`src/design/bounded_id_set_table_unit_assert.svh`:
```
// Assertion helpers for the ID set table.
`ifndef BOUNDED_ID_SET_TABLE_UNIT_ASSERT_SVH
`define BOUNDED_ID_SET_TABLE_UNIT_ASSERT_SVH

// Same-cycle implication.
`define BIST_ASSERT_NOW(label, clk, rst, ante, cons) \
  label: assert property (@(posedge clk) disable iff (rst) (ante) |-> (cons)) \
    else $error("bist check failed");

// Next-cycle implication.
`define BIST_ASSERT_NEXT(label, clk, rst, ante, cons) \
  label: assert property (@(posedge clk) disable iff (rst) (ante) |=> (cons)) \
    else $error("bist check failed");

`endif

```
`src/design/bist_pkg.sv`:
```
`timescale 1ns / 1ps
`default_nettype none

package bist_pkg;

  localparam int MAX_ENTRIES_DEF = 16;
  localparam int CNT_W           = 5;
  localparam int ID_W            = 32;

  typedef enum logic [1:0] {
    OP_ADD    = 2'd0,
    OP_REMOVE = 2'd1,
    OP_CLEAR  = 2'd2,
    OP_QUERY  = 2'd3
  } op_t;

  typedef enum logic [1:0] {
    ST_OK        = 2'd0,
    ST_PRESENT   = 2'd1,
    ST_FULL      = 2'd2,
    ST_NOT_FOUND = 2'd3
  } status_t;

  typedef struct packed {
    op_t                    opcode;
    logic signed [ID_W-1:0] item_id;
  } in_t;

  typedef struct packed {
    logic             success;
    status_t          status;
    logic [CNT_W-1:0] entry_count;
  } out_t;

endpackage

`default_nettype wire

```
`src/design/bist_store.sv`:
```
`timescale 1ns / 1ps
`default_nettype none

module bist_store
  import bist_pkg::*;
#(
  parameter int DEPTH = MAX_ENTRIES_DEF,
  parameter int AW    = (DEPTH > 1) ? $clog2(DEPTH) : 1
) (
  input  wire logic            clk,
  input  wire logic            rd_en,
  input  wire logic [AW-1:0]   rd_addr,
  output logic      [ID_W-1:0] rd_data,
  input  wire logic            wr_en,
  input  wire logic [AW-1:0]   wr_addr,
  input  wire logic [ID_W-1:0] wr_data
);

  logic [ID_W-1:0] mem [DEPTH];

  always_ff @(posedge clk) begin
    if (wr_en) begin
      mem[wr_addr] <= wr_data;
    end
    if (rd_en) begin
      rd_data <= mem[rd_addr];
    end
  end

endmodule

`default_nettype wire

```
`src/design/bounded_id_set_table_unit.sv`:
```
// Ordered ID set with a shared scan over the table. start is taken
// while busy is low; each item gives one result on result, flagged by done for
// one cycle, and the receiver cannot stall it. Clear gives its result in the
// cycle after start. Add and query scan the table, which is read one entry per
// cycle through a registered read port and compared by one comparator. Remove
// scans up to the match and then moves each later entry down one place, one
// read and one write per cycle. A new start is taken in the cycle done is high.
`timescale 1ns / 1ps
`default_nettype none
`include "bounded_id_set_table_unit_assert.svh"

module bounded_id_set_table_unit
  import bist_pkg::*;
#(
  parameter int MAX_ENTRIES = MAX_ENTRIES_DEF
) (
  input  wire logic             clk,
  input  wire logic             rst,
  input  wire logic             start,
  output logic                  busy,
  input  wire in_t              cmd,
  output logic                  done,
  output out_t                  result,
  input  wire logic             cfg_we,
  input  wire logic [CNT_W-1:0] cfg_wdata
);

  localparam int IdxW = (MAX_ENTRIES > 1) ? $clog2(MAX_ENTRIES) : 1;
  localparam int PtrW = (IdxW + 1 > CNT_W) ? IdxW + 1 : CNT_W;

  typedef enum logic [2:0] {
    S_IDLE  = 3'b001,
    S_SCAN  = 3'b010,
    S_SHIFT = 3'b100
  } state_t;

  state_t            state, state_next;
  op_t               op_r, op_next;
  logic [ID_W-1:0]   id_r, id_next;
  logic [PtrW-1:0]   count_r, count_next;
  logic [CNT_W-1:0]  max_r;
  logic [PtrW-1:0]   idx, idx_next;
  logic              cmp_vld, cmp_vld_next;
  logic [PtrW-1:0]   cmp_idx, cmp_idx_next;
  logic              done_next;
  out_t              result_next;

  logic              rd_en, wr_en;
  logic [IdxW-1:0]   rd_addr, wr_addr;
  logic [ID_W-1:0]   rd_data, wr_data;

  logic              hit, full, scan_end;
  logic [PtrW-1:0]   count_inc, count_dec, shift_dst;

  bist_store #(
    .DEPTH (MAX_ENTRIES),
    .AW    (IdxW)
  ) u_store (
    .clk     (clk),
    .rd_en   (rd_en),
    .rd_addr (rd_addr),
    .rd_data (rd_data),
    .wr_en   (wr_en),
    .wr_addr (wr_addr),
    .wr_data (wr_data)
  );

  assign busy      = (state != S_IDLE);
  assign hit       = cmp_vld && (rd_data == id_r);
  assign full      = (count_r >= PtrW'(max_r)) || (count_r >= PtrW'(MAX_ENTRIES));
  assign scan_end  = !cmp_vld && (idx >= count_r);
  assign count_inc = count_r + PtrW'(1);
  assign count_dec = count_r - PtrW'(1);
  assign shift_dst = cmp_idx - PtrW'(1);

  always_comb begin
    state_next   = state;
    op_next      = op_r;
    id_next      = id_r;
    count_next   = count_r;
    idx_next     = idx;
    cmp_vld_next = cmp_vld;
    cmp_idx_next = cmp_idx;
    done_next    = 1'b0;
    result_next  = result;
    rd_en        = 1'b0;
    rd_addr      = idx[IdxW-1:0];
    wr_en        = 1'b0;
    wr_addr      = count_r[IdxW-1:0];
    wr_data      = id_r;

    unique case (state)
      S_IDLE: begin
        if (start) begin
          op_next = cmd.opcode;
          id_next = cmd.item_id;
          if (cmd.opcode == OP_CLEAR) begin
            count_next  = '0;
            done_next   = 1'b1;
            result_next = '{success: 1'b1, status: ST_OK, entry_count: '0};
          end else begin
            state_next   = S_SCAN;
            idx_next     = '0;
            cmp_vld_next = 1'b0;
          end
        end
      end

      S_SCAN: begin
        if (hit || scan_end) begin
          state_next = S_IDLE;
          done_next  = 1'b1;
          result_next.entry_count = count_r[CNT_W-1:0];
          unique case (op_r)
            OP_ADD: begin
              if (hit) begin
                result_next.success = 1'b0;
                result_next.status  = ST_PRESENT;
              end else if (full) begin
                result_next.success = 1'b0;
                result_next.status  = ST_FULL;
              end else begin
                wr_en      = 1'b1;
                count_next = count_inc;
                result_next.success     = 1'b1;
                result_next.status      = ST_OK;
                result_next.entry_count = count_inc[CNT_W-1:0];
              end
            end
            OP_REMOVE: begin
              if (hit) begin
                state_next   = S_SHIFT;
                done_next    = 1'b0;
                idx_next     = cmp_idx + PtrW'(1);
                cmp_vld_next = 1'b0;
              end else begin
                result_next.success = 1'b0;
                result_next.status  = ST_NOT_FOUND;
              end
            end
            OP_QUERY: begin
              result_next.success = hit;
              result_next.status  = hit ? ST_OK : ST_NOT_FOUND;
            end
            OP_CLEAR: begin
              count_next  = '0;
              result_next = '{success: 1'b1, status: ST_OK, entry_count: '0};
            end
          endcase
        end else if (idx < count_r) begin
          rd_en        = 1'b1;
          idx_next     = idx + PtrW'(1);
          cmp_vld_next = 1'b1;
          cmp_idx_next = idx;
        end else begin
          cmp_vld_next = 1'b0;
        end
      end

      S_SHIFT: begin
        if (cmp_vld) begin
          wr_en   = 1'b1;
          wr_addr = shift_dst[IdxW-1:0];
          wr_data = rd_data;
        end
        if (idx < count_r) begin
          rd_en        = 1'b1;
          idx_next     = idx + PtrW'(1);
          cmp_vld_next = 1'b1;
          cmp_idx_next = idx;
        end else begin
          cmp_vld_next = 1'b0;
          if (!cmp_vld) begin
            count_next  = count_dec;
            state_next  = S_IDLE;
            done_next   = 1'b1;
            result_next = '{success: 1'b1, status: ST_OK,
                            entry_count: count_dec[CNT_W-1:0]};
          end
        end
      end

      default: begin
        state_next = S_IDLE;
      end
    endcase
  end

  always_ff @(posedge clk) begin
    if (rst) begin
      state   <= S_IDLE;
      count_r <= '0;
      max_r   <= CNT_W'(MAX_ENTRIES_DEF);
      done    <= 1'b0;
      cmp_vld <= 1'b0;
    end else begin
      state   <= state_next;
      count_r <= count_next;
      done    <= done_next;
      cmp_vld <= cmp_vld_next;
      if (cfg_we) begin
        max_r <= cfg_wdata;
      end
    end
  end

  always_ff @(posedge clk) begin
    op_r    <= op_next;
    id_r    <= id_next;
    idx     <= idx_next;
    cmp_idx <= cmp_idx_next;
    result  <= result_next;
  end

  `BIST_ASSERT_NOW(a_done_idle, clk, rst, done, !busy)
  `BIST_ASSERT_NEXT(a_start_progress, clk, rst, start && !busy, busy || done)
  `BIST_ASSERT_NOW(a_count_bound, clk, rst, 1'b1, count_r <= PtrW'(MAX_ENTRIES))
  `BIST_ASSERT_NOW(a_success_ok, clk, rst, done && result.success, result.status == ST_OK)

endmodule

`default_nettype wire
```
`config.mk`:
```
export PLATFORM = sky130hd
export DESIGN_NAME = bounded_id_set_table_unit
export DESIGN_NICKNAME = d
export VERILOG_FILES = /design/src/design/bist_pkg.sv /design/src/design/bist_store.sv /design/src/design/bounded_id_set_table_unit.sv
export VERILOG_INCLUDE_DIRS = /design/src /design/src/design
export SDC_FILE = /design/constraint.sdc
export NUM_CORES = 1
export LEC_CHECK = 0
export CORE_AREA = 2 2 213 215
export CTS_BUF_LIST = sky130_fd_sc_hd__clkbuf_8
export DETAILED_ROUTE_END_ITERATION = 12
export DIE_AREA = 0 0 215 217
export DONT_BUFFER_PORTS = 1
export PLACE_DENSITY_LB_ADDON = 0.05
export SLEW_MARGIN = 5
export SYNTH_ARGS = -nofsm -noshare
export SYNTH_HDL_FRONTEND = slang
export SYNTH_SLANG_ARGS = --single-unit
```
`constraint.sdc`:
```
create_clock -name clk -period 12.63 [get_ports clk]
set_input_delay 0.6315 -clock clk [delete_from_list [all_inputs] [get_ports clk]]
set_output_delay 0.6315 -clock clk [all_outputs]
set_load 0.005 [all_outputs]
```
==> summary.md <==
| Metric | Value |
|---|---|
| Outcome | completed |
| Final core utilization | 60.4% |
| Hold Crit Class | input pin to flop |
| Synth area leader | edfxtp_1 |
| Most frequent cells in the layout | edfxtp_1, mux4_2, nand2_1 |
| Total CTS buffers | 100 |
| RSZ-0062 raised after global routing | no |
| Final Max Tran Viols | 0 |
| First-pass GRT wire length | between 70000 and 80000 µm |
| GRT Overall Usage | between 20% and 30% |
| Syn Std Cell Area | 24100 µm² |
| CP startpoint | idx[2] |
| Initial antenna violation count | 0 |
| Register area | roughly 18000 µm² |
| Final setup violation count | 0 |
| Clock Skew | between 30 and 40 ps |
| P_leak | just under 9 nW |
| WL final | 52500 µm |
| Synth top area share | 74.3% |
| Number of cell rows | approximately 80 |
| Avg Cell Area, Syn | 20.4 µm² |
| DR pass1 iterations | 5 |
| Post-CTS Setup Bufs | 0 |
| Nature of the critical path endpoint | flop |
| Vias in the first global route | 11813 |
| Max Cap Viol | 0 |
| Synth top area cells | edfxtp_1, mux4_2, nand2_1 |
| Root buffer cell | clkbuf_8 |
| Highest net fanout along the worst path | 37 |
| DR vias | 11638 |
| Nets | 1339 |
| R2r setup slk | about 8100 ps |
| Post-Synthesis Cells | 1179 |
| Antenna viol nets, final | 0 |
| Final WS setup | 8060 ps |
| Tot Pwr | 0.00396 W |
| Critical path's most frequent cell | buf_4 |
| Yosys warns | 0 |
| Initial drt markers | 1003 |
| DIE AREA | 46700 µm² |
| EDFF count, synth | a little under 600 |
| Remaining DRCs | 0 |
| Maximum vdd drop | 0.0974 mV |
| Most common cell after layout, fill and taps aside | edfxtp_1 |
| Syn_nets | 1237 |
| CTS clock-pin slew for the worst setup and hold paths | 60 ps |
| Actual slew at the worst max-slew pin | roughly 1100 ps |
| CP peak stage delay | 760 ps |
| RD Place Congestion | ~0.8 |
| Fin. Hold Viols | 0 |
| Reg2reg path depth | 10 |
| Die X | 215 µm |
| CP endpoint | u_store.mem[15][7] |
| Top_reg_cell synth | edfxtp_1 |
| Critical path cell sequence | buf_4 > ha_1 > nand3_1 > or2_2 > o22ai_1 > nand2_1 > nor4_1 > o21ai_1 > nor2_4 > buf_4 |
| Clock sink count | 611 |
| Post-synthesis register bit count | 611 |
| FF-to-FF End | u_store.mem[15][7] |
| CP max stage cell | nor2_4 |
| GRT overflow | 0 |
| Tmin final | 4570 ps |
| Synth cell types | 53 |
| CTS HTree Levels | 3 |
| Post-synthesis sequential area ratio | around three quarters |
| Clock Latency Late Sink | 690 ps |
| Core Footprint | 44700 µm² |
| Worst r2r src | idx[2] |
| Layout area overhead | 12.0% |
| N_diodes | 0 |
| Via/cell ratio | 5.93 |
| Largest net degree at the start of global routing | between 100 and 150 |
| Setup_tns | 0 ps |
| Share of layout cells above drive strength 1 | 24.7% |
| Rel. slew slack | between 20% and 30% |
| Detail Placement HPWL | between 20000 and 30000 µm |
| Crit Path Class | flop to flop |
| Startpoint Class | flop |
| TritonCTS clock tree | yes |
| Fillers | 3292 |
| Boundary pin count | 53 |
| Die Ht | about 220 µm |
| CTS max path bufs | 3 |
| Final period util | 36.2% |
| CP arrival | ~4900 ps |
| CTS resizes | 0 |
| Starting Density | 53.9% |
| Pre-CTS WS | roughly 8000 ps |
| Max Fclk | 219 MHz |
| Cell area power density | 147 nW/µm² |
| CP required | 12970 ps |
| WL per Instance | 26.8 µm |
| Area occupied by multi-input gates | 5690 µm² |
| Synth async-reset ratio | 0% |
| Port bufs | 0 |
## how the worst min path moves through the flow
stage          startpoint          to  cells past startpoint
2_1_floorplan      idx[2]  cmp_idx[2]                      0
3_3_place_gp     max_r[1]    max_r[1]                      2
3_5_place_dp     max_r[1]    max_r[1]                      2
4_1_cts            cmd[0]     id_r[0]                      0
5_1_grt           cmd[13]    id_r[13]                      0
6_report           cmd[0]     id_r[0]                      0
## metrics by stage
step,cell area [µm²],hold WS [ps],cells
floorplan,24100,449,1179
global placement,24900,483,1749
detailed placement,24900,490,1749
CTS,27000,0.329,1962
global route,27000,9.63,1962
finish,27000,53.7,1962
## layout make-up
cell class | count | share of cell area, %
clock buffer | 103 | 5.25
clock inverter | 80 | 1.22
inverter | 22 | 0.306
multi-input combinational | 489 | 21.1
sequential | 611 | 67.4
tap | 600 | 2.78
timing repair buffer | 57 | 1.96
## registers in the layout (all words and copies together), names as in the netlist, 2 cells and up
register	count
u_store.mem	512
id_r	32
u_store.rd_data	32
result	8
cmp_idx	5
count_r	5
idx	5
max_r	5
state	3
op_r	2
## critical path: cells and delay by family, from the launching register on
family	cells	cell delay, ps
buffers and inverters	2	1090
adder cells (fa/ha/maj)	1	220
AND/OR/NAND/NOR	5	1780
flip-flops	1	320
AO/OA/AOI/OAI	2	800
## synth_stat cells, types with 2 or more instances
| master | number |
|---|---|
| xnor2_1 | 6 |
| a22oi_1 | 2 |
| o32ai_1 | 2 |
| or2_2 | 3 |
| nor4_1 | 9 |
| nand3_1 | 7 |
| a21oi_1 | 14 |
| o31a_1 | 3 |
| mux2i_1 | 6 |
| and2_1 | 3 |
| o21ai_1 | 5 |
| o21a_1 | 3 |
| mux4_2 | 160 |
| buf_1 | 7 |
| o2111ai_1 | 2 |
| o21ai_0 | 8 |
| or2_1 | 2 |
| nor2b_1 | 2 |
| a21o_1 | 2 |
| inv_1 | 22 |
| o22ai_1 | 7 |
| ha_1 | 15 |
| a31oi_1 | 5 |
| nor2_1 | 29 |
| buf_2 | 17 |
| dfxtp_1 | 15 |
| nand2b_1 | 3 |
| xor2_1 | 37 |
| clkbuf_1 | 31 |
| a31o_2 | 2 |
| edfxtp_1 | 596 |
| nor3_1 | 18 |
| nand4_1 | 6 |
| nand2_1 | 111 |
## cells by family after synthesis
logic type / share of synthesized area, %
buffers and inverters: 1.37
AOI/OAI and AO/OA: 1.95
DFF: 75.5
and+or+nand+nor: 3.65
muxes: 15.2
adders and majority gates: 0.779
xor gates and xnor gates: 1.56
## timing repair
item / in CTS / in global routing
setup endpoints to repair: 0 / 0
hold buffers: 30 / 0
endpoints found under the hold margin: 37 / 0
## layer usage
layer | vias to the layer above | share of wire [%] | GRT usage, % | wire [µm]
li1 | 5031 | - | - | -
met1 | 6134 | 43 | 32.5 | 22400
met4 | 0 | 2.9 | 8.25 | 1520
met2 | 367 | 49 | 36.9 | 25700
met3 | 106 | 5.5 | 4.81 | 2860
met5 | - | 0 | 0 | 0
## where the power goes
| part | internal [W] | total, W | switching [W] | leakage, nW |
|---|---|---|---|---|
| registers | 0.00225 | 0.00226 | 0.0000113 | 5.50 |
| clock network | 0.000754 | 0.00151 | 0.000756 | 1.01 |
| logic | 0.0000816 | 0.000192 | 0.000111 | 2.23 |
(Power assumes the default switching activity.)
